## config.mk

```make
export PLATFORM = sky130hd
export DESIGN_NAME = smooth_weighted_round_robin
export DESIGN_NICKNAME = d
export VERILOG_FILES = /design/src/sv/swrr_pkg.sv /design/src/sv/swrr_sat_add.sv /design/src/sv/smooth_weighted_round_robin.sv
export SDC_FILE = /design/constraint.sdc
export NUM_CORES = 1
export LEC_CHECK = 0
export BUFFER_PORTS_ARGS = -buffer_cell sky130_fd_sc_hd__buf_2
export CAP_MARGIN = 20
export CORE_AREA = 2 2 166 168
export CTS_CLUSTER_DIAMETER = 200
export DETAILED_ROUTE_END_ITERATION = 8
export DIE_AREA = 0 0 168 170
export PLACE_DENSITY = 0.65
export SYNTH_ARGS = -nofsm -noshare
export SYNTH_HDL_FRONTEND = slang
export SYNTH_HIERARCHICAL = 1
export SYNTH_SLANG_ARGS = --single-unit
```

## constraint.sdc

```tcl
create_clock -name clk -period 17.87 [get_ports clk]
set_clock_uncertainty 0.15 [all_clocks]
set_input_delay 2.6805 -clock clk [delete_from_list [all_inputs] [get_ports clk]]
set_output_delay 2.6805 -clock clk [all_outputs]
set_load 0.005 [all_outputs]
```

## src/sv/swrr_pkg.sv

```systemverilog
// Shared widths, codes and defaults for the smooth weighted round-robin picker.
package swrr_pkg;

  localparam int SLOTS_DEF       = 8;
  localparam int WEIGHT_BITS_DEF = 8;

  localparam int CREDIT_W = 12;   // signed running credit
  localparam int TOTAL_W  = 12;   // sum of weights, at most 8 * 255
  localparam int DELTA_W  = 13;   // signed operand into the saturating adder
  localparam int CFG_W    = 64;

  typedef logic signed [CREDIT_W-1:0] credit_t;
  typedef logic signed [DELTA_W-1:0]  delta_t;

  typedef enum logic [1:0] {
    KIND_PICK  = 2'd0,
    KIND_DEAD  = 2'd1,
    KIND_ALIVE = 2'd2,
    KIND_NONE  = 2'd3
  } kind_t;

  typedef enum logic [1:0] {
    REG_WEIGHT_TABLE   = 2'd0,
    REG_DEFAULT_WEIGHT = 2'd1,
    REG_SLOTS_IN_USE   = 2'd2,
    REG_UNUSED         = 2'd3
  } reg_index_t;

endpackage

```

## src/sv/swrr_sat_add.sv

```systemverilog
// Saturating adder shared by the credit update and the winner's subtract.
module swrr_sat_add (
  input  swrr_pkg::credit_t a,
  input  swrr_pkg::delta_t  b,
  output swrr_pkg::credit_t y
);

  localparam int SUM_W = swrr_pkg::DELTA_W + 1;

  logic signed [SUM_W-1:0] sum;
  logic signed [SUM_W-1:0] max_v;
  logic signed [SUM_W-1:0] min_v;

  assign max_v = SUM_W'((1 << (swrr_pkg::CREDIT_W - 1)) - 1);
  assign min_v = -SUM_W'(1 << (swrr_pkg::CREDIT_W - 1));
  assign sum   = SUM_W'(a) + SUM_W'(b);

  always_comb begin
    priority if (sum > max_v) begin
      y = max_v[swrr_pkg::CREDIT_W-1:0];
    end else if (sum < min_v) begin
      y = min_v[swrr_pkg::CREDIT_W-1:0];
    end else begin
      y = sum[swrr_pkg::CREDIT_W-1:0];
    end
  end

endmodule

```

## src/sv/smooth_weighted_round_robin.sv

```systemverilog
// Smooth weighted round-robin picker: busy is high while a pick runs through its scan
// (one slot per cycle through a single saturating adder) and then charges the
// winner, and found/chosen appear with done for one cycle right after busy falls;
// the receiver cannot stall, so done must be sampled then. Mark items (dead/alive)
// are taken without raising busy and give no done. cfg_ready is low
// while a pick runs; any write to a listed register clears all credits at once.
module smooth_weighted_round_robin #(
  parameter int SLOTS       = swrr_pkg::SLOTS_DEF,
  parameter int WEIGHT_BITS = swrr_pkg::WEIGHT_BITS_DEF
) (
  input  logic                     clk,
  input  logic                     rst,
  input  logic                     start,
  output logic                     busy,
  input  logic [1:0]               kind,
  input  logic [2:0]               slot,
  output logic                     done,
  output logic                     found,
  output logic [2:0]               chosen,
  input  logic                     cfg_valid,
  output logic                     cfg_ready,
  input  logic [1:0]               cfg_index,
  input  logic [swrr_pkg::CFG_W-1:0] cfg_data
);

  localparam int IDX_W = (SLOTS > 1) ? $clog2(SLOTS) : 1;

  typedef enum logic [2:0] {
    ST_IDLE = 3'b001,
    ST_SCAN = 3'b010,
    ST_SUB  = 3'b100
  } state_t;

  state_t state, state_next;

  logic [swrr_pkg::CFG_W-1:0] weight_table;
  logic [7:0]                 dflt_weight;
  logic [3:0]                 slots_in_use;
  logic [SLOTS-1:0]           alive_mask;

  swrr_pkg::credit_t credit [SLOTS];

  logic [IDX_W-1:0]            idx;
  logic [swrr_pkg::TOTAL_W-1:0] total;
  logic                        best_found;
  logic [IDX_W-1:0]            best_idx;
  swrr_pkg::credit_t           best_val;

  logic                   accept;
  logic                   cfg_write;
  logic                   cfg_hit;
  logic [IDX_W-1:0]       rd_addr;
  swrr_pkg::credit_t      cur;
  logic [7:0]             wbyte;
  logic [WEIGHT_BITS-1:0] w;
  logic                   take_part;
  swrr_pkg::delta_t       delta;
  swrr_pkg::credit_t      upd;
  logic                   last;

  assign busy      = (state != ST_IDLE);
  assign cfg_ready = (state == ST_IDLE);
  assign accept    = start && !busy;
  assign cfg_write = cfg_valid && cfg_ready;
  assign cfg_hit   = cfg_write && (cfg_index != swrr_pkg::REG_UNUSED);
  assign last      = (idx == IDX_W'(SLOTS - 1));

  // single credit read port: scan slot, or the winner in the charge cycle
  assign rd_addr = (state == ST_SUB) ? best_idx : idx;
  assign cur     = credit[rd_addr];

  assign wbyte = weight_table[idx*8 +: 8];

  always_comb begin
    w = wbyte[WEIGHT_BITS-1:0];
    if (w == '0) begin
      w = dflt_weight[WEIGHT_BITS-1:0];
    end
    if (w == '0) begin
      w = WEIGHT_BITS'(1);
    end
  end

  assign take_part = (4'(idx) < slots_in_use) && alive_mask[idx];

  assign delta = (state == ST_SUB) ? -$signed({1'b0, total})
                                   : $signed(swrr_pkg::DELTA_W'(w));

  swrr_sat_add u_alu (
    .a (cur),
    .b (delta),
    .y (upd)
  );

  always_comb begin
    state_next = state;
    unique case (state)
      ST_IDLE: begin
        if (accept && kind == swrr_pkg::KIND_PICK) begin
          state_next = ST_SCAN;
        end
      end
      ST_SCAN: begin
        if (last) begin
          state_next = ST_SUB;
        end
      end
      ST_SUB: begin
        state_next = ST_IDLE;
      end
      default: state_next = ST_IDLE;
    endcase
  end

  always_ff @(posedge clk) begin
    if (rst) begin
      state          <= ST_IDLE;
      weight_table   <= '0;
      dflt_weight    <= 8'd1;
      slots_in_use   <= 4'd8;
      alive_mask     <= '1;
      idx            <= '0;
      total          <= '0;
      best_found     <= 1'b0;
      best_idx       <= '0;
      best_val       <= '0;
      done           <= 1'b0;
      found          <= 1'b0;
      chosen         <= '0;
      for (int i = 0; i < SLOTS; i++) begin
        credit[i] <= '0;
      end
    end else begin
      state <= state_next;
      done  <= 1'b0;

      if (cfg_write) begin
        unique case (cfg_index)
          swrr_pkg::REG_WEIGHT_TABLE:   weight_table   <= cfg_data;
          swrr_pkg::REG_DEFAULT_WEIGHT: dflt_weight    <= cfg_data[7:0];
          swrr_pkg::REG_SLOTS_IN_USE:   slots_in_use   <= cfg_data[3:0];
          default: ;
        endcase
      end
      if (cfg_hit) begin
        for (int i = 0; i < SLOTS; i++) begin
          credit[i] <= '0;
        end
      end

      if (accept) begin
        if (kind == swrr_pkg::KIND_DEAD && int'(slot) < SLOTS) begin
          alive_mask[slot[IDX_W-1:0]] <= 1'b0;
        end
        if (kind == swrr_pkg::KIND_ALIVE && int'(slot) < SLOTS) begin
          alive_mask[slot[IDX_W-1:0]] <= 1'b1;
        end
        idx        <= '0;
        total      <= '0;
        best_found <= 1'b0;
        best_idx   <= '0;
        best_val   <= '0;
      end

      if (state == ST_SCAN) begin
        if (take_part) begin
          credit[idx] <= upd;
          total       <= total + swrr_pkg::TOTAL_W'(w);
          if (!best_found || upd > best_val) begin
            best_found <= 1'b1;
            best_idx   <= idx;
            best_val   <= upd;
          end
        end
        if (!last) begin
          idx <= idx + IDX_W'(1);
        end
      end

      if (state == ST_SUB) begin
        if (best_found) begin
          credit[best_idx] <= upd;
        end
        done   <= 1'b1;
        found  <= best_found;
        chosen <= best_found ? 3'(best_idx) : 3'd0;
      end
    end
  end

  a_done_after_charge: assert property (@(posedge clk) disable iff (rst)
    done |-> $past(state == ST_SUB))
    else $error("done without a charge cycle");

  a_not_found_zero: assert property (@(posedge clk) disable iff (rst)
    done && !found |-> chosen == 3'd0)
    else $error("chosen not zero when nothing found");

  a_found_in_use: assert property (@(posedge clk) disable iff (rst)
    done && found |-> 4'(chosen) < slots_in_use)
    else $error("chosen slot not in use");

  a_winner_has_total: assert property (@(posedge clk) disable iff (rst)
    state == ST_SUB && best_found |-> total != '0)
    else $error("winner with empty total");

endmodule
```

* Word level (Yosys, flattened, before mapping)
Memories as Yosys holds them, arrays and structs flattened. Index checks and enable logic that the tools add are counted.
Storage, ports and cells: memory bits (writable) 96, logic and storage cells 132, memories 1, bits of input ports 75, bits in registers 123, output and inout port bits 7
Operators by class: reduce and logical (&&, ||, !) cells 19, add/sub/neg operators 4, $lt $le $gt $ge 7, muxes and demuxes 64, equality and inequality tests 12, shift-type cells 1, bitwise operators 11
Memory list:
- credit | words 8, width 12, rd ports 1, clocked after memory_dff 0, wr ports 8, line smooth_weighted_round_robin.sv:41 | swrr_pkg::credit_t credit [SLOTS];
Operator list (number):
- two-way mux 12 bit | 19
- variable part select 64 x 7 -> 8 bit | 1
- two-way mux 8 bit | 6
- two-way mux 3 bit | 13
- OR reduction 12 bit | 2
- two-way mux 1 bit | 22
- logical NOT 8 bit | 2
- adder 12 x 13 -> 14 bit | 1
- greater-than comparator 14 x 12 -> 1 bit (second input constant) | 1
- less-than comparator 14 x 12 -> 1 bit (second input constant) | 1
- two-way mux 13 bit | 1
- negator 12 -> 13 bit | 1
- adder 12 x 8 -> 12 bit | 1
- greater-than comparator 12 bit | 1
- bitwise AND 8 bit | 1
- less-than comparator 3 x 4 -> 1 bit (second input constant) | 2
- inverter 8 bit | 1
- bitwise OR 1 bit | 8
- bitwise OR 8 bit | 1
- AND reduction 2 bit | 4
- == test 3 bit (second input constant) | 2
- logical AND 1 bit | 6
- one-hot mux 3 bit (2 select lines) | 1
- == test 2 x 1 -> 1 bit (second input constant) | 2
- 14 further kinds | 18

* Longest topological paths before layout
depth after elaboration 15, depth in mapped cells 28, depth with buffers taken out 23

* Modules after synthesis
The synthesis kept the hierarchy.
Modules (own cells, without submodules):
- smooth_weighted_round_robin | instances 1, area each 10956.8 um2, cells each 1204, sequential area each 5345.1 um2
- swrr_sat_add | instances 1, area each 869.6 um2, cells each 123, sequential area each 0.0 um2

* Least setup slack after synthesis
OpenSTA, ideal clock, no wires.
kind register -> register, from register idx[0], to register best_val[10], data arrival time 6.160 ns, library setup time 0.070 ns, path slack 11.490 ns, cell stages (with the launch flop) 25, period minus slack after synthesis 6.380 ns, path buffers 3, required time 17.650 ns, cells stage by stage dfxtp_1 buf_6 buf_4 mux4_2 or4_1 nor3_1 o211a_2 a21o_1 mux2_2 inv_1 fa_1 nand2b_1 a211o_1 a211oi_1 o21ai_2 a31oi_4 o22ai_1 ha_1 a21o_1 a221o_1 a21oi_1 mux2i_1 clkbuf_1 nand3_1 a21oi_1
Between the ends: cells in the longest elaborated chain, start to end 15, elaborated cells on any way between the ends 22, those cells by class add/sub: 1; order compare: 4; shift: 1; mux: 11; reduce/logical: 4; memory: 1
RTL lines:
- start: declaration | line smooth_weighted_round_robin.sv:43 | logic [IDX_W-1:0] idx;
- start signal: assignment | line smooth_weighted_round_robin.sv:176 | idx <= idx + IDX_W'(1);
- variable part select 64 x 7 -> 8 bit * | line smooth_weighted_round_robin.sv:72 | assign wbyte = weight_table[idx*8 +: 8];
- logical NOT 8 bit | line smooth_weighted_round_robin.sv:76 | if (w == '0) begin
- two-way mux 8 bit * | line smooth_weighted_round_robin.sv:76
- logical NOT 8 bit | line smooth_weighted_round_robin.sv:79 | if (w == '0) begin
- two-way mux 8 bit * | line smooth_weighted_round_robin.sv:79
- two-way mux 13 bit * | line smooth_weighted_round_robin.sv:86 | assign delta = (state == ST_SUB) ? -$signed({1'b0, total})
- named net delta[1] | line smooth_weighted_round_robin.sv:57 | swrr_pkg::delta_t delta;
- adder 12 x 13 -> 14 bit * | line swrr_sat_add.sv:16 | assign sum = SUM_W'(a) + SUM_W'(b);
- less-than comparator 14 x 12 -> 1 bit | line swrr_sat_add.sv:21 | end else if (sum < min_v) begin
- two-way mux 12 bit | line swrr_sat_add.sv:21
- two-way mux 12 bit * | line swrr_sat_add.sv:19 | priority if (sum > max_v) begin
- named net upd[2] | line smooth_weighted_round_robin.sv:58 | swrr_pkg::credit_t upd;
- greater-than comparator 12 bit * | line smooth_weighted_round_robin.sv:169 | if (!best_found || upd > best_val) begin
- logical OR 1 bit * | line smooth_weighted_round_robin.sv:169
- two-way mux 12 bit * | line smooth_weighted_round_robin.sv:169
- two-way mux 12 bit * | line smooth_weighted_round_robin.sv:166 | if (take_part) begin
- two-way mux 12 bit * | line smooth_weighted_round_robin.sv:165 | if (state == ST_SCAN) begin
- end signal: assignment | line smooth_weighted_round_robin.sv:172 | best_val <= upd;
- end: declaration | line smooth_weighted_round_robin.sv:47 | swrr_pkg::credit_t best_val;
Mark *: on every way through the listed nets, which the timed path passes. The rest lies on a longest branch. The select of a mux whose other input is x is not followed. A chain may end at the register's enable or synchronous reset.

* Worst setup path after layout
from register idx[0], to register best_idx[1]
Between the ends: cells in the longest elaborated chain, start to end 15, elaborated cells on any way between the ends 22, those cells by class add/sub: 1; order compare: 4; shift: 1; mux: 11; reduce/logical: 4; memory: 1
RTL lines:
- variable part select 64 x 7 -> 8 bit * | line smooth_weighted_round_robin.sv:72
- logical NOT 8 bit | line smooth_weighted_round_robin.sv:76
- two-way mux 8 bit * | line smooth_weighted_round_robin.sv:76
- logical NOT 8 bit | line smooth_weighted_round_robin.sv:79
- two-way mux 8 bit * | line smooth_weighted_round_robin.sv:79
- two-way mux 13 bit * | line smooth_weighted_round_robin.sv:86
- named net delta[0] | line smooth_weighted_round_robin.sv:57
- adder 12 x 13 -> 14 bit * | line swrr_sat_add.sv:16
- less-than comparator 14 x 12 -> 1 bit | line swrr_sat_add.sv:21
- two-way mux 12 bit | line swrr_sat_add.sv:21
- two-way mux 12 bit * | line swrr_sat_add.sv:19
- named net upd[2] | line smooth_weighted_round_robin.sv:58
- greater-than comparator 12 bit * | line smooth_weighted_round_robin.sv:169
- logical OR 1 bit * | line smooth_weighted_round_robin.sv:169
- two-way mux 3 bit * | line smooth_weighted_round_robin.sv:169
- two-way mux 3 bit * | line smooth_weighted_round_robin.sv:166
- two-way mux 3 bit * | line smooth_weighted_round_robin.sv:165
- end signal: assignment | line smooth_weighted_round_robin.sv:171 | best_idx <= idx;
- end: declaration | line smooth_weighted_round_robin.sv:46 | logic [IDX_W-1:0] best_idx;
Marked as above.

==> metrics.txt <==
Row Count=60; CP bufs+invs=2; share of cells above drive strength 1=0.1494; vias=9753; sequential share of the synthesized area=0.4520; nets@finish=1499; CTS resizes=0; Top Ports=82; Post-CTS Hold Fix Bufs=0; critical path arrival=7.93 ns; Worst Path Required=18.16 ns; placed cell count=1694; setup TNS=0 ns; Largest delay share family, worst path=compound AO/OA/AOI/OAI gates; internal power=0.8821 mW; Clock Power Share=0.436; Worst-Skew Late Latency=0.52 ns; r2r setup slk=10.23 ns; worst r2r src=idx[0]$_SDFF_PP0_; Port Buffers=81; Min Clock Period, post-route=7.638 ns; leakage power=5.137 nW; Die Wd=168 um; Switch Pwr=0.2863 mW; Mapped Area=11830 um^2; Slowest-stage cell, CP=dfxtp_2; aggregate global routing overflow=0; Critical Path Most Common Cell=a21oi_1; antenna violations before repair=4; Critical Path, Cell by Cell=mux4_2 -> or4_1 -> nor3_1 -> o21ai_0 -> o21ai_1 -> mux2_2 -> ha_1 -> inv_1 -> fa_1 -> nand2b_1 -> a21oi_1 -> nand2_1 -> nand4_1 -> a31oi_4 -> o22ai_1 -> ha_1 -> a21o_1 -> a221o_1 -> a21oi_1 -> mux2i_1 -> buf_4 -> nand3_1 -> a21oi_1; Hold Crit Class=reg2reg; die area=28560 um^2; CTS H-tree lvls=1; CTS tree=done; TritonRoute pass-1 iters=5; largest net degree at the start of global routing=84; RR Endpoint=best_idx[1]$_SDFF_PP0_; dpl ws=10.32 ns; fin crit share=0.4274; crit end category=register; Final Setup Violations=0; first-pass GRT wire length=50.07 mm; power per cell area=87.37 nW/um^2; ys async rst share=0; Tot Pwr=1.168 mW; Syn Area/Cell=8.912 um^2; status=finished, final reports clean; CP max FO=31; die height=170 um; Worst Setup EP=best_idx[1]$_SDFF_PP0_; max frequency=130.9 MHz; yosys warns=6; Comb power frac=0.095; Slew Limit Fails=0; Detail Placement HPWL=21.70 mm; TritonCTS Buffers=25; Worst Reg-to-Reg Cells=23; Worst Slack Setup Final=10.23 ns; initial core utilization=0.4438; Max stage delay on crit path=0.93 ns; Synthesized Nets=1445; Tot GR Track Use=0.2207; Net Sw Frac=0.2450; RSZ-0062 raised after global routing=false; area leader, netlist=edfxtp_1; wire per inst=18.10 um; vias in the first global route=9308; routability congestion estimate from global placement=0.9314; Post-synth EDFFs=96; worst slew pin tran=0.9833 ns; Non-Filler Instances=1741; Setup crit start=idx[0]$_SDFF_PP0_; Vias/cell=5.602; Antenna Nets Post-Route=0; Sequential Power Share=0.469; Area Overhead vs Synth=13.08%; DRC violation count after routing=0; Hold Vio Cnt, Final=0; share of the synthesized area in the top cell type=0.2438; Num Clock Sinks=219; CP Launch Type=register; Slew Limit Headroom=0.3304; worst vdd ir=0.00007883 V; Critical Setup Path Class=reg2reg; dominant synthesized flop cell=dfxtp_1; Initial DRC Count=784; CTS Buffer Depth=3; clk slew on worst S/H paths=0.06 ns; cell depth of the worst setup path=23; clock root buffer=clkbuf_16; Setup Fix Bufs, Post-CTS=0; Yosys cell types=80; core area=26650 um^2; post-synthesis sequential element count=219; Mapped Cells=1327; ranking of synthesized cells by area=edfxtp_1, dfxtp_1, nand2_1; Detailed Route WL=31.51 mm; Hold WS=0.2960 ns; max-cap violations=0
[routing by layer]
layer	share of wire	GRT usage	wire [um]	up-vias
met5	0.00041	0	13	-
met4	0.025	0.06049	785	2
met3	0.060	0.03442	1876	58
met2	0.48	0.3852	15140	292
met1	0.43	0.2854	13700	4603
li1	-	-	-	4798
[power groups by stage]
stage	combinational, mW	sequential (mW)	clock [mW]
6_report	0.111	0.548	0.509
3_3_place_gp	0.108	0.558	0
5_1_grt	0.122	0.549	0.536
4_1_cts	0.110	0.548	0.517
2_1_floorplan	0.0692	0.556	0
3_5_place_dp	0.110	0.559	0
[flip-flops by register name (all words and copies together) (netlist names), 4 cells and up, named ones only]
register / cells
weight_table: 64
total: 12
best_val: 12
alive_mask: 7
dflt_weight: 8
slots_in_use: 4
credit: 96
[layout make-up]
| class | count | area, um^2 |
|---|---|---|
| multi-input combinational | 994 | 6042 |
| antenna | 1 | 2.502 |
| inverter | 37 | 138.9 |
| tap | 341 | 426.7 |
| fill | 2529 | 13280 |
| sequential | 219 | 5346 |
| timing repair buffer | 104 | 593.1 |
| clock inverter | 15 | 138.9 |
| clock buffer | 30 | 684.4 |
[metrics by stage]
stage,area (um^2),utilization
after global placement,12530,0.4700
after CTS,13350,0.5009
after floorplan,11830,-
final,13370,0.5018
after detailed placement,12530,0.4700
after global routing,13370,0.5018
[cells in the final DEF, fill, tap and decap left out, types with 14 or more instances in the layout]
cell type and count:
o21ai_0 33, buf_2 80, mux2_2 15, buf_4 23, edfxtp_1 96, inv_1 35
mux4_2 15, clkbuf_16 25, nand3_1 101, o211ai_1 17, nor3_1 22, nor2_1 44
nand2_1 289, a21oi_1 124, and2_1 91, dfxtp_1 122, ha_1 41, mux2i_1 14
[cell families after synthesis]
kind of cell / after synthesis / share of synthesized area
AND/OR/NAND/NOR: 621 / 0.2492
AO/OA/AOI/OAI: 266 / 0.1426
flip-flops: 219 / 0.4520
buffers and inverters: 114 / 0.03978
multiplexers: 46 / 0.05639
adder cells (fa/ha/maj): 43 / 0.04676
XOR/XNOR: 18 / 0.01333
[worst min path at each step]
stage / startpoint / endpoint / slack (ns) / cells past startpoint
after global placement: chosen[2]$_SDFFE_PP0P_ / chosen[2]$_SDFFE_PP0P_ / 0.29 / 2
final: chosen[2]$_SDFFE_PP0P_ / chosen[2]$_SDFFE_PP0P_ / 0.30 / 2
after global routing: chosen[2]$_SDFFE_PP0P_ / chosen[2]$_SDFFE_PP0P_ / 0.31 / 2
after detailed placement: chosen[2]$_SDFFE_PP0P_ / chosen[2]$_SDFFE_PP0P_ / 0.29 / 2
after CTS: chosen[2]$_SDFFE_PP0P_ / chosen[2]$_SDFFE_PP0P_ / 0.30 / 2
after floorplan: weight_table[62]$_SDFFE_PP0P_ / weight_table[62]$_SDFFE_PP0P_ / 0.28 / 2
[worst register-to-register path: cells and delay by family, from the launching register on]
family / cells / cell delay, ns
adder cells (fa/ha/maj): 3 / 0.92
AND/OR/NAND/NOR: 6 / 1.42
AO/OA/AOI/OAI: 9 / 2.36
buffers and inverters: 2 / 0.35
flip-flops: 1 / 0.93
multiplexers: 3 / 1.42
[synth_stat cells, types with 9 or more instances]
library cell and instances:
nand2_1 289, and2_1 91, a21oi_1 124, nor3_1 23, nor2_1 44, o22ai_1 9, o21ai_0 35, mux2_2 15
or3_1 10, and3_1 9, nand3_1 101, inv_1 35, ha_1 41, clkbuf_1 60, mux2i_1 16, mux4_2 15
o211ai_1 17, xor2_1 10, edfxtp_1 96, dfxtp_1 123, a21o_1 10
No activity file was read; power rests on OpenSTA's default activity.
